File: src/rtl/vtgd_pkg.sv
// ---------------------------------------------------------------------------
// vtgd_pkg
// Shared types, codes and helpers of the vector tile geometry decoder.
// ---------------------------------------------------------------------------
package vtgd_pkg;

    // Feature length bound: a command whose words would reach this overruns
    localparam int unsigned MAX_WORDS = 65536;

    // Decoded-vertex queue between front and back (power of two)
    localparam int unsigned QDEPTH  = 4;
    localparam int unsigned QPTR_W  = $clog2(QDEPTH);
    localparam int unsigned QCNT_W  = $clog2(QDEPTH + 1);

    // Command ids (low 3 bits of a command word)
    localparam logic [2:0] CMD_MOVE_TO    = 3'd1;
    localparam logic [2:0] CMD_LINE_TO    = 3'd2;
    localparam logic [2:0] CMD_CLOSE_PATH = 3'd7;

    // Feature geometry types
    localparam logic [1:0] GEOM_POLYGON = 2'd3;

    // Configuration register indexes
    localparam logic [1:0] CFG_X_ORIGIN = 2'd0;
    localparam logic [1:0] CFG_Y_ORIGIN = 2'd1;
    localparam logic [1:0] CFG_X_STEP   = 2'd2;
    localparam logic [1:0] CFG_Y_STEP   = 2'd3;

    localparam logic [47:0] STEP_RESET = 48'h0001_0000_0000;

    // Decoder phase
    typedef enum logic [1:0] {
        PH_CMD = 2'd0,
        PH_DX  = 2'd1,
        PH_DY  = 2'd2
    } t_phase;

    // Result kinds
    typedef enum logic [2:0] {
        K_START       = 3'd0,
        K_VERTEX      = 3'd1,
        K_RING_CLOSE  = 3'd2,
        K_MALFORMED   = 3'd3,
        K_FEATURE_END = 3'd4
    } t_kind;

    // One decoded result before map scaling
    typedef struct packed {
        t_kind              kind;
        logic signed [31:0] tile_x;
        logic signed [31:0] tile_y;
        logic               feature_end;
    } t_rec;

    // Front to queue
    typedef struct packed {
        logic valid;
        t_rec rec;
    } t_qpush;

    // Map transform registers
    typedef struct packed {
        logic [63:0] x_origin;
        logic [63:0] y_origin;
        logic [47:0] x_step;
        logic [47:0] y_step;
    } t_cfg;

    // Zigzag decode, logical shift
    function automatic logic [31:0] unzig(input logic [31:0] w);
        return {1'b0, w[31:1]} ^ {32{w[0]}};
    endfunction

endpackage

File: src/rtl/vtgd_queue.sv
// ---------------------------------------------------------------------------
// vtgd_queue
// Small register queue of decoded results between front and back.
// ---------------------------------------------------------------------------
module vtgd_queue (
    input  logic             i_clk,
    input  logic             i_rst_n,
    input  vtgd_pkg::t_qpush i_push,
    input  logic             i_pop,
    output logic             o_full,
    output logic             o_nonempty,
    output vtgd_pkg::t_rec   o_head
);
    import vtgd_pkg::*;

    localparam logic [QCNT_W-1:0] DEPTH_C = QCNT_W'(QDEPTH);

    t_rec              r_mem [QDEPTH];
    logic [QPTR_W-1:0] r_wr_ptr, n_wr_ptr;
    logic [QPTR_W-1:0] r_rd_ptr, n_rd_ptr;
    logic [QCNT_W-1:0] r_count, n_count;
    logic              w_do_push;
    logic              w_do_pop;

    assign o_full     = (r_count == DEPTH_C);
    assign o_nonempty = (r_count != '0);
    assign o_head     = r_mem[r_rd_ptr];
    assign w_do_push  = i_push.valid;
    assign w_do_pop   = i_pop && o_nonempty;

    // Pointer and fill bookkeeping
    always_comb begin
        n_wr_ptr = w_do_push ? r_wr_ptr + QPTR_W'(1) : r_wr_ptr;
        n_rd_ptr = w_do_pop  ? r_rd_ptr + QPTR_W'(1) : r_rd_ptr;
        n_count  = r_count;
        if (w_do_push && !w_do_pop) begin
            n_count = r_count + QCNT_W'(1);
        end else if (!w_do_push && w_do_pop) begin
            n_count = r_count - QCNT_W'(1);
        end
    end

    always_ff @(posedge i_clk) begin
        if (!i_rst_n) begin
            r_wr_ptr <= '0;
            r_rd_ptr <= '0;
            r_count  <= '0;
        end else begin
            r_wr_ptr <= n_wr_ptr;
            r_rd_ptr <= n_rd_ptr;
            r_count  <= n_count;
        end
    end

    // Storage
    always_ff @(posedge i_clk) begin
        if (w_do_push) begin
            r_mem[r_wr_ptr] <= i_push.rec;
        end
    end

    // Front only pushes while there is room
    a_no_overflow: assert property (@(posedge i_clk) disable iff (!i_rst_n)
        i_push.valid |-> !o_full)
        else $error("push into full queue");

endmodule

File: config.mk
export PLATFORM = sky130hd
export DESIGN_NAME = vtgd_queue
export DESIGN_NICKNAME = d
export VERILOG_FILES = /design/src/rtl/vtgd_pkg.sv /design/src/rtl/vtgd_queue.sv
export SDC_FILE = /design/constraint.sdc
export NUM_CORES = 1
export LEC_CHECK = 0
export BUFFER_PORTS_ARGS = -buffer_cell sky130_fd_sc_hd__buf_4
export CELL_PAD_IN_SITES_DETAIL_PLACEMENT = 0
export CELL_PAD_IN_SITES_GLOBAL_PLACEMENT = 1
export CORE_ASPECT_RATIO = 1.75
export CORE_MARGIN = 10
export CORE_UTILIZATION = 54
export DETAILED_ROUTE_END_ITERATION = 12
export GPL_TIMING_DRIVEN = 0
export PLACE_DENSITY = 0.94
export SLEW_MARGIN = 30
export SYNTH_ARGS = -nofsm -noshare
export SYNTH_HDL_FRONTEND = slang
export SYNTH_SLANG_ARGS = --single-unit
export TNS_END_PERCENT = 100
File: constraint.sdc
create_clock -name i_clk -period 4.8 [get_ports i_clk]
set_input_delay 0.48 -clock i_clk [delete_from_list [all_inputs] [get_ports i_clk]]
set_output_delay 0.48 -clock i_clk [all_outputs]
set_load 0.01 [all_outputs]
==> run metrics <==
routed wire length per instance=23.64 um; FF+latch count, synth=about 280; Synth Cell Area=0.01029 mm^2; pwr/cell area=509.7 mW/mm^2; Port-buffer cells=about 140; CTS tree=yes; Synth cell types=22; FMAX=around 380 MHz; row count=66; Final Cycle Share=54.48%; CP Launch Type=register; # fillers=between 1000 and 1500; leading area contributor after synthesis=edfxtp_1; WS Path Type=reg2out; Routed Antenna Nets=0; first-pass GRT wire length=about 30000 um; IO Pins=142; final core occ=around 68%; core area=approximately 0.019 mm^2; initial antenna violation count=0; via count=4566; Slew headroom=a little over half; share of cells above drive strength 1=a little under half; grt total ovfl=0; cts hold-fix bufs=0; nets=648; share of the synthesized area in the top cell type=about four fifths; final setup TNS=0 ps; Post-CTS Setup Inserts=0; Yosys warning total=0; fin area=0.01260 mm^2; Clock Tree Buf Depth=3; worst path required time=4320 ps; synth-to-layout area growth=22.46%; ranking of synthesized cells by area=edfxtp_1 79%, mux4_2 15%, dfxtp_1 1.8%; Die ar.=~0.025 mm^2; Worst-Margin Slew=676.0 ps; clock slew seen by the registers of the worst setup and hold paths=70 ps; GPL Wtd Cong=a little over 0.7; clock sink count=281; Slew Viols, Final=0; worst hold path type=in2reg; total track usage=roughly 15%; CP endpoint kind=output pin; DRC viols=0; # Max-Cap Violations=0; register area share after synthesis=81.12%; DIE WIDTH=124.4 um; Tmin final=around 2600 ps; DP HPWL=13300 um; DR vias/cell=5.535; Final Hold Vio Count=0; Die Ht=between 200 and 250 um; post-CTS sizing=0; final wirelength=19500 um; clock skew=15.42 ps; Initial Utilization=55.14%; DRT iter0 DRCs=roughly 260; DR pass1 iterations=4; RSZ-0062 raised after global routing=false; Diodes inserted=0; Root Buffer=clkbuf_16; largest net degree at the start of global routing=43; H-Tree Depth=1; Syn Area/Cell=between 20 and 30 um^2; CTS Buf Count=23; Leak=0.004278 uW; Crit Path Max Fanout=10; Post-DP Area=0.01176 mm^2; cell count after synthesis=399; status=finished, final reports clean; crit path DAT=2140 ps; Peak VDD IR=0.0003946 V; clock latency on the worst-skew pair=~510 ps; Net Count, Synth=477; vias in the first global route=roughly 5200; final setup violating endpoints=0
==> stage by stage <==
step	hold WS, ps	setup WS, ps	power [uW]	instances
floorplan	489.8	2231	3849	399
global placement	520.4	1048	4461	778
detailed placement	558.3	2531	4509	783
CTS	150.9	2114	6524	825
global route	148.6	2078	6694	825
finish	168.6	2185	6424	825
==> critical path, stage by stage, from the launching register on <==
cell	delay (ps)
dfxtp_1	300
buf_2	160
clkbuf_1	540
mux4_2	450
buf_4	170
==> synthesized netlist by cell type <==
library cell / n
buf_6: 1
xor2_1: 2
a21boi_0: 1
mux4_2: 68
ha_1: 5
clkbuf_1: 4
nor2b_1: 2
nor3b_1: 1
or3_1: 2
buf_4: 4
inv_1: 3
o31ai_1: 1
and2_1: 9
edfxtp_1: 272
o311ai_0: 1
fa_1: 1
buf_12: 3
dfxtp_1: 9
xnor2_1: 3
buf_2: 4
o21ai_0: 1
mux2i_1: 2
==> layout by cell type (no fill, tap or decap), drive strengths merged <==
cell	netlist	routed
o31ai	1	1
o21ai	1	1
dfxtp	9	9
clkbuf	4	34
clkinvlp	0	1
fa	1	1
xor2	2	2
nor3b	1	1
bufinv	0	4
xnor2	3	3
ha	5	5
or3	2	2
mux4	68	68
buf	12	158
clkinv	0	4
nor2b	2	2
edfxtp	272	272
o311ai	1	1
and2	9	9
inv	3	6
mux2i	2	2
a21boi	1	1
==> final timing paths <==
path / from / end / slack [ps] / cells past startpoint
hold / removal: i_push[18] / r_mem[3][18] / 170 / 1
setup / recovery: register / o_head[20] / 2180 / 4
setup reg to reg: r_count[0] / r_count[2] / 2520 / 7
hold reg to reg: r_count[2] / r_count[2] / 570 / 2
==> power breakdown <==
part | switching (uW) | total [uW] | internal [uW]
clock | 797 | 2010 | 1220
sequential | 44.7 | 2870 | 2830
combinational | 688 | 1540 | 850
total | 1530 | 6420 | 4890
==> logic make-up after synthesis <==
logic type | count (synthesis) | synth area share [%]
compound gates | 4 | 0.2797
buf+inv | 19 | 1.435
mux | 70 | 15.08
xor+xnor | 5 | 0.4256
flops | 281 | 81.12
fa+ha+maj | 6 | 0.8024
simple gates | 14 | 0.8632
==> cell type report <==
class	instances	area [um^2]	share of cell area, %
Tap cell	238	297.8	2.363
Timing Repair Buffer	146	1159	9.194
Buffer	16	136.4	1.082
Sequential cell	281	8348	66.24
Inverter	3	11.26	0.08936
Clock inverter	12	168.9	1.340
Multi-Input combinational cell	99	1805	14.33
Clock buffer	30	675.6	5.361
==> per-layer routing <==
layer | share of wire, % | global-route usage [%] | up-vias
li1 | - | - | 2046
met4 | 1.8 | 4.720 | 0
met1 | 36 | 16.64 | 2385
met3 | 4.1 | 2.791 | 25
met5 | 0 | 0 | -
met2 | 58 | 28.76 | 110
==> state kept, by name, summed over array words and instances, names as in the netlist, named ones only <==
signal	flops
r_rd_ptr	2
r_wr_ptr	2
r_count	3
r_mem	272
Note: power is estimated with default switching activity, not from simulation.
