$ cat src/rtl/vtgd_pkg.sv
// ---------------------------------------------------------------------------
// vtgd_pkg
// Shared types, codes and helpers of the vector tile geometry decoder.
// ---------------------------------------------------------------------------
package vtgd_pkg;

    // Feature length bound: a command whose words would reach this overruns
    localparam int unsigned MAX_WORDS = 65536;

    // Decoded-vertex queue between front and back (power of two)
    localparam int unsigned QDEPTH  = 4;
    localparam int unsigned QPTR_W  = $clog2(QDEPTH);
    localparam int unsigned QCNT_W  = $clog2(QDEPTH + 1);

    // Command ids (low 3 bits of a command word)
    localparam logic [2:0] CMD_MOVE_TO    = 3'd1;
    localparam logic [2:0] CMD_LINE_TO    = 3'd2;
    localparam logic [2:0] CMD_CLOSE_PATH = 3'd7;

    // Feature geometry types
    localparam logic [1:0] GEOM_POLYGON = 2'd3;

    // Configuration register indexes
    localparam logic [1:0] CFG_X_ORIGIN = 2'd0;
    localparam logic [1:0] CFG_Y_ORIGIN = 2'd1;
    localparam logic [1:0] CFG_X_STEP   = 2'd2;
    localparam logic [1:0] CFG_Y_STEP   = 2'd3;

    localparam logic [47:0] STEP_RESET = 48'h0001_0000_0000;

    // Decoder phase
    typedef enum logic [1:0] {
        PH_CMD = 2'd0,
        PH_DX  = 2'd1,
        PH_DY  = 2'd2
    } t_phase;

    // Result kinds
    typedef enum logic [2:0] {
        K_START       = 3'd0,
        K_VERTEX      = 3'd1,
        K_RING_CLOSE  = 3'd2,
        K_MALFORMED   = 3'd3,
        K_FEATURE_END = 3'd4
    } t_kind;

    // One decoded result before map scaling
    typedef struct packed {
        t_kind              kind;
        logic signed [31:0] tile_x;
        logic signed [31:0] tile_y;
        logic               feature_end;
    } t_rec;

    // Front to queue
    typedef struct packed {
        logic valid;
        t_rec rec;
    } t_qpush;

    // Map transform registers
    typedef struct packed {
        logic [63:0] x_origin;
        logic [63:0] y_origin;
        logic [47:0] x_step;
        logic [47:0] y_step;
    } t_cfg;

    // Zigzag decode, logical shift
    function automatic logic [31:0] unzig(input logic [31:0] w);
        return {1'b0, w[31:1]} ^ {32{w[0]}};
    endfunction

endpackage

$ cat src/rtl/vtgd_front.sv
// ---------------------------------------------------------------------------
// vtgd_front
// Command/parameter decoder: tracks phase, cursor and ring, and emits at
// most one tile-unit result per accepted word.
// ---------------------------------------------------------------------------
module vtgd_front (
    input  logic             i_clk,
    input  logic             i_rst_n,
    input  logic             i_accept,
    input  logic [31:0]      i_word,
    input  logic [1:0]       i_geom_kind,
    input  logic [15:0]      i_words_after,
    output vtgd_pkg::t_qpush o_push
);
    import vtgd_pkg::*;

    localparam logic [29:0] MAX_WORDS_W = 30'(MAX_WORDS);

    t_phase      r_phase, n_phase;
    logic [15:0] r_pairs_left, n_pairs_left;
    logic        r_is_line, n_is_line;
    logic [31:0] r_held_dx, n_held_dx;
    logic [31:0] r_cursor_x, n_cursor_x;
    logic [31:0] r_cursor_y, n_cursor_y;
    logic        r_skipping, n_skipping;
    logic        r_ring_open, n_ring_open;
    logic [31:0] r_ring_x, n_ring_x;
    logic [31:0] r_ring_y, n_ring_y;

    logic [2:0]  w_id;
    logic [28:0] w_cnt;
    logic [29:0] w_cnt2;
    logic        w_last;
    logic        w_move_line;
    logic        w_overrun;
    logic        w_close_ok;

    // Word decode
    assign w_id        = i_word[2:0];
    assign w_cnt       = i_word[31:3];
    assign w_cnt2      = {w_cnt, 1'b0};
    assign w_last      = (i_words_after == 16'd0);
    assign w_move_line = (w_id == CMD_MOVE_TO) || (w_id == CMD_LINE_TO);
    assign w_overrun   = (w_cnt2 > {14'd0, i_words_after}) || (w_cnt2 >= MAX_WORDS_W);
    assign w_close_ok  = (w_id == CMD_CLOSE_PATH) && (i_geom_kind == GEOM_POLYGON)
                         && r_ring_open;

    // Datapath and result
    always_comb begin
        n_pairs_left = r_pairs_left;
        n_is_line    = r_is_line;
        n_held_dx    = r_held_dx;
        n_cursor_x   = r_cursor_x;
        n_cursor_y   = r_cursor_y;
        n_skipping   = r_skipping;
        n_ring_open  = r_ring_open;
        n_ring_x     = r_ring_x;
        n_ring_y     = r_ring_y;
        o_push.valid           = 1'b0;
        o_push.rec.kind        = K_FEATURE_END;
        o_push.rec.tile_x      = r_cursor_x;
        o_push.rec.tile_y      = r_cursor_y;
        o_push.rec.feature_end = w_last;
        if (i_accept) begin
            if (!r_skipping) begin
                case (r_phase)
                    PH_DX: begin
                        n_held_dx = unzig(i_word);
                    end
                    PH_DY: begin
                        n_cursor_x = r_cursor_x + r_held_dx;
                        n_cursor_y = r_cursor_y + unzig(i_word);
                        if (!r_ring_open) begin
                            n_ring_open = 1'b1;
                            n_ring_x    = n_cursor_x;
                            n_ring_y    = n_cursor_y;
                        end
                        o_push.valid      = 1'b1;
                        o_push.rec.kind   = r_is_line ? K_VERTEX : K_START;
                        o_push.rec.tile_x = n_cursor_x;
                        o_push.rec.tile_y = n_cursor_y;
                        n_pairs_left = (r_pairs_left != 16'd0) ? r_pairs_left - 16'd1 : 16'd0;
                    end
                    default: begin
                        if (w_move_line) begin
                            if (w_overrun) begin
                                o_push.valid    = 1'b1;
                                o_push.rec.kind = K_MALFORMED;
                                n_skipping      = 1'b1;
                            end else if (w_cnt != 29'd0) begin
                                // overrun check bounds the count to 16 bits
                                n_pairs_left = w_cnt[15:0];
                                n_is_line    = (w_id == CMD_LINE_TO);
                            end
                        end else if (w_close_ok) begin
                            o_push.valid      = 1'b1;
                            o_push.rec.kind   = K_RING_CLOSE;
                            o_push.rec.tile_x = r_ring_x;
                            o_push.rec.tile_y = r_ring_y;
                            n_ring_open       = 1'b0;
                        end
                    end
                endcase
            end
            // Last word: always one result, then clear the feature state
            if (w_last) begin
                o_push.valid = 1'b1;
                n_pairs_left = '0;
                n_is_line    = 1'b0;
                n_held_dx    = '0;
                n_cursor_x   = '0;
                n_cursor_y   = '0;
                n_skipping   = 1'b0;
                n_ring_open  = 1'b0;
                n_ring_x     = '0;
                n_ring_y     = '0;
            end
        end
    end

    // Next phase
    always_comb begin
        n_phase = r_phase;
        if (i_accept) begin
            if (w_last) begin
                n_phase = PH_CMD;
            end else if (!r_skipping) begin
                case (r_phase)
                    PH_DX:   n_phase = PH_DY;
                    PH_DY:   n_phase = (n_pairs_left == 16'd0) ? PH_CMD : PH_DX;
                    default: begin
                        if (w_move_line && !w_overrun && (w_cnt != 29'd0)) begin
                            n_phase = PH_DX;
                        end else begin
                            n_phase = PH_CMD;
                        end
                    end
                endcase
            end
        end
    end

    always_ff @(posedge i_clk) begin
        if (!i_rst_n) begin
            r_phase      <= PH_CMD;
            r_pairs_left <= '0;
            r_is_line    <= 1'b0;
            r_held_dx    <= '0;
            r_cursor_x   <= '0;
            r_cursor_y   <= '0;
            r_skipping   <= 1'b0;
            r_ring_open  <= 1'b0;
            r_ring_x     <= '0;
            r_ring_y     <= '0;
        end else begin
            r_phase      <= n_phase;
            r_pairs_left <= n_pairs_left;
            r_is_line    <= n_is_line;
            r_held_dx    <= n_held_dx;
            r_cursor_x   <= n_cursor_x;
            r_cursor_y   <= n_cursor_y;
            r_skipping   <= n_skipping;
            r_ring_open  <= n_ring_open;
            r_ring_x     <= n_ring_x;
            r_ring_y     <= n_ring_y;
        end
    end

    // A malformed feature waits for its end in the command phase
    a_skip_in_cmd: assert property (@(posedge i_clk) disable iff (!i_rst_n)
        r_skipping |-> (r_phase == PH_CMD))
        else $error("skipping outside command phase");

    // Feature end clears cursor, skip and ring
    a_feature_clear: assert property (@(posedge i_clk) disable iff (!i_rst_n)
        (i_accept && w_last) |=> (r_cursor_x == 32'd0) && (r_cursor_y == 32'd0)
                                 && !r_skipping && !r_ring_open && (r_phase == PH_CMD))
        else $error("feature state not cleared after last word");

endmodule

$ cat config.mk
export PLATFORM = sky130hd
export DESIGN_NAME = vtgd_front
export DESIGN_NICKNAME = d
export VERILOG_FILES = /design/src/rtl/vtgd_pkg.sv /design/src/rtl/vtgd_front.sv
export SDC_FILE = /design/constraint.sdc
export NUM_CORES = 1
export LEC_CHECK = 0
export ABC_AREA = 1
export BUFFER_PORTS_ARGS = -buffer_cell sky130_fd_sc_hd__buf_2
export CAP_MARGIN = 40
export CELL_PAD_IN_SITES_DETAIL_PLACEMENT = 1
export CELL_PAD_IN_SITES_GLOBAL_PLACEMENT = 2
export CORE_UTILIZATION = 25
export DETAILED_ROUTE_END_ITERATION = 8
export PLACE_DENSITY = 0.71
export SLEW_MARGIN = 20
export SYNTH_ARGS = -nofsm -noshare
export SYNTH_HDL_FRONTEND = slang
export SYNTH_SLANG_ARGS = --single-unit
export TNS_END_PERCENT = 1
$ cat constraint.sdc
create_clock -name i_clk -period 5.1 [get_ports i_clk]
set_input_delay 0.51 -clock i_clk [delete_from_list [all_inputs] [get_ports i_clk]]
set_output_delay 0.51 -clock i_clk [all_outputs]
set_load 0.005 [all_outputs]
==> results by stage <==
Min path:
- The startpoint of the tightest hold check path is i_word[20].
- The destination of the worst hold path is r_held_dx[19]$_SDFFE_PN0P_.
- Along the worst hold path, the cell count comes to 4.
- The path type of the worst min-delay path is in -> reg.

Setup path:
- Data on the critical path arrives at its endpoint at 3880 ps.
- The critical path is of the in -> out type.
- Of all nets on the critical path, the largest fanout is 20.
- The critical-path cell with the highest stage delay is buf_4.
- The worst-case register-to-register setup slack is around 2100 ps.
- The startpoint identified for the worst register-to-register timing path is r_phase[1]$_SDFFE_PN0P_.
- The kind of cell adding the most delay to the critical path is compound AO/OA/AOI/OAI gates.
- For the worst setup path, the data required time is 4590 ps.
- For the worst flop-to-flop path, the logic depth is 11.
- The library cell appearing most often on the critical path is nand2_1.
- Together, buffers and inverters on the worst path number 5.
- STA classifies the critical path endpoint as an output pin.
- Walking the worst path, the cells encountered are buf_2, buf_4, buf_4, xor2_1, ha_1, nand2_1, inv_1, a21oi_1, o21ai_0, a221oi_1, nand2_1, nand2_1, o211ai_1, nand2_1, nand3_1, a21oi_1, buf_2.
- The worst setup path is launched from a primary input.
- The terminus of the critical flop-to-flop path is r_ring_x[18]$_SDFFE_PN0P_.
- The largest stage delay on the critical path is about 360 ps.

Yosys:
- The share of synthesized area in the top cell type comes to 0.279.
- The fraction of registers with async set or reset after synthesis is 0.
- The number of nets in the synthesized netlist is around 2,100.
- The synthesized area is roughly 0.013 mm2.
- dfxtp_1 takes more of the synthesized area than any other cell.
- The number of storage elements in the synthesis netlist is around 180.
- After synthesis, the mean cell area works out to approximately 6.6 um2.
- The count of cell types in the netlist is 51.
- The sequential area share after synthesis is 0.279.
- Among all flip-flop cells after synthesis, the most frequent one is dfxtp_1.
- After technology mapping, the gate count stands at 1,982.
- The Yosys step of the flow raised 0 warnings.
- The number of enable-type register cells in the synthesized netlist is 0.
- By area the synthesized netlist is led by dfxtp_1, nand2_1, a21oi_1.

Placement:
- Port buffering added between 100 and 150 buffers.
- The sum of net half-perimeters after detailed placement is about 38,000 um.
- The weighted congestion at the end of routability-driven global placement is roughly 0.83.
- Including well taps, the total number of placed cells is between 2,000 and 3,000.

GRT:
- Summed over all layers, the global routing overflow is 0.
- The layer carrying the most global-route usage is met2.
- In the global route stage, met2 resource usage came out at 0.334.
- Across every metal layer, demand over resource in global routing totals 0.198.
- The number of global-route vias before repair is approximately 15,000.
- The initial antenna violation count is 1.
- The met3 track demand over resource in global routing is 0.0373.
- The first global-routing pass estimated 81,800 um of wire.
- The pin count of the biggest net entering global routing is 79.
- The met1 layer usage reported by global route is 0.255.

Clocking:
- Once the clock tree was built, the resizer swapped 0 gates to a different size.
- The tree is rooted in a clkbuf_16.
- The maximum level of the CTS H-tree is 4.
- The clock slew at the register clock pins of the worst setup and hold paths is 70 ps.
- The total clock sinks is around 180.
- The number of hold buffers added after CTS was 0.
- The clock insertion delay at the later pin of the skew report is around 490 ps.
- The maximum count of clock buffers along a single path is 2.
- In this run, CTS created clock tree buffers numbering 17.
- The setup fix buffers added after clock tree synthesis is 0.
- The CTS tree is yes.

Power:
- The overall power after layout is ~3400 uW.
- For this design the ratio of total power to cell area is 228 mW/mm2.
- The total leakage power is around 0.0068 uW.
- IR analysis of the VDD net gives a maximum drop of 0.000249 V.

Finish:
- In the layout the commonest cells are nand2_1, a21oi_1, dfxtp_1.
- From synthesis to final layout, the design area changed by 14.6%.
- The most common cell after layout, fill and taps aside is nand2_1.
- Summing all multi-input logic gate instances after layout gives 0.00829 mm2.
- 0 antenna diodes ended up in the layout.
- The final non-filler cell total is approximately 2,700.
- Fill cells in the final layout number ~6,500.
- The final layout contains around 2,200 nets.
- In the final layout, flip-flops and latches occupy 0.00362 mm2.
- The fraction of final layout cells with drive strength greater than 1 is 0.109.

Die:
- The initial utilization of the core area, before any placement, comes to 0.253.
- In this run the vertical extent of the chip is roughly 230 um.
- In this run the core area contains 83 standard-cell rows.
- The count of pins on the block boundary is around 120.
- The area of the core is around 0.05 mm2.
- The horizontal die dimension is 230 um.
- The die covers ~0.053 mm2.

STA:
- Setup repair after global routing left no endpoint under its margin.
- The final-report max-slew violation count is 0.
- The worst max-slew margin expressed relative to the limit is 0.430.
- Dividing the final minimum period by the clock period gives 0.861.
- The sum of negative setup slack is 0 ps.
- The final count of hold timing violations is 0.
- Based on the critical path, the design can be clocked at up to between 0.2 and 0.25 GHz.
- Setup violations remaining at the end of the flow were counted as 0.
- The smallest clock period supported by the final layout is computed as approximately 4400 ps.
- The final clock skew is roughly 19 ps.
- The slew at the pin closest to its max-slew limit is ~850 ps.

Drt:
- The number of DRC markers in iteration 0 is roughly 780.
- The iteration count of the initial detailed-routing pass is 5.
- The count of nets left with antenna violations once routing finished came out at 0.
- The routed wire length is 51,900 um.
- For this block, the via count after detailed routing is 13,800.
- In the routed design, unresolved DRC markers number 0.
- The routed wirelength normalized by instance count is 19.0 um.
- After detailed routing, the number of vias per cell comes to about 5.1.

Job:
- Across the run, the number of max-cap violations was 0.

Outcome:
- The flow ran to the end, and the final reports show no timing, DRC or antenna violations.
## power by group
| part | switching [uW] | leakage, uW | internal, uW |
|---|---|---|---|
| clock | 689 | 0.000292 | 735 |
| sequential | 8.70 | 0.00146 | 1420 |
| combinational | 365 | 0.00504 | 185 |
| total | 1060 | 0.00679 | 2340 |
## per-stage QoR
| stage | area (um2) | setup slack, ps | hold slack [ps] | utilization |
|---|---|---|---|---|
| after detailed placement | 14300 | 740 | 449 | 0.279 |
| after floorplan | 13000 | 886 | 430 | - |
| after CTS | 14900 | 734 | 386 | 0.290 |
| after global placement | 14200 | 880 | 444 | 0.277 |
| final | 14900 | 710 | 428 | 0.290 |
| after global routing | 14900 | 412 | 426 | 0.290 |
## cells by family (layout without fill, tap and decap cells)
family | Yosys count | in the layout | share of synthesized area
AND/OR/NAND/NOR | 749 | 749 | 0.238
AO/OA/AOI/OAI | 595 | 595 | 0.255
buffers and inverters | 283 | 349 | 0.0841
flip-flops | 181 | 181 | 0.279
XOR/XNOR | 89 | 89 | 0.0600
adder cells (fa/ha/maj) | 85 | 85 | 0.0831
## synth_stat cells (18+ instances only)
| cell type | count |
|---|---|
| xor2_1 | 71 |
| a21oi_1 | 316 |
| xnor2_1 | 18 |
| nor2_1 | 170 |
| o21ai_0 | 153 |
| a221oi_1 | 55 |
| nand2_1 | 442 |
| clkbuf_1 | 91 |
| nand3_1 | 77 |
| dfxtp_1 | 181 |
| ha_1 | 83 |
| inv_1 | 160 |
| o21ai_1 | 23 |
## how the worst max path moves through the flow
| stage | startpoint | endpoint | slack (ps) | cells past startpoint |
|---|---|---|---|---|
| finish | i_word[0] | o_push[32] | 710 | 17 |
| global route | i_word[0] | o_push[32] | 410 | 17 |
| CTS | i_word[0] | o_push[32] | 730 | 17 |
| detailed placement | i_word[0] | o_push[32] | 740 | 17 |
| global placement | i_word[0] | o_push[32] | 880 | 17 |
| floorplan | i_word[0] | o_push[25] | 890 | 26 |
## worst register-to-register path, cell delays in order, from the launching register on
cell,delay (ps)
dfxtp_1,370
ha_1,320
inv_1,140
o21ai_0,160
nand2_1,330
inv_2,140
nand2_1,60
buf_4,220
inv_2,480
buf_12,380
o21ai_0,160
a21oi_1,170
## layout make-up
type,count,area share
repair buffers,148,0.0600
multi-input cells,1518,0.557
inverters,169,0.0426
well taps,680,0.0572
clock buffers,17,0.0286
clock inverters,15,0.0113
flip-flops and latches,181,0.243
## flip-flops by register name (all words and copies together), names as in the netlist
| register | cells |
|---|---|
| r_ring_y | 32 |
| r_ring_x | 32 |
| r_is_line | 1 |
| r_cursor_y | 32 |
| r_held_dx | 32 |
| r_cursor_x | 32 |
| r_ring_open | 1 |
| r_phase | 2 |
| r_skipping | 1 |
| r_pairs_left | 16 |
## layer usage
layer / vias up / wire length [um]
met1: 6748 / 24500
met3: 46 / 1850
li1: 6806 / -
met5: - / 10
met4: 2 / 946
met2: 190 / 24600
No activity file was read; power rests on OpenSTA's default activity.
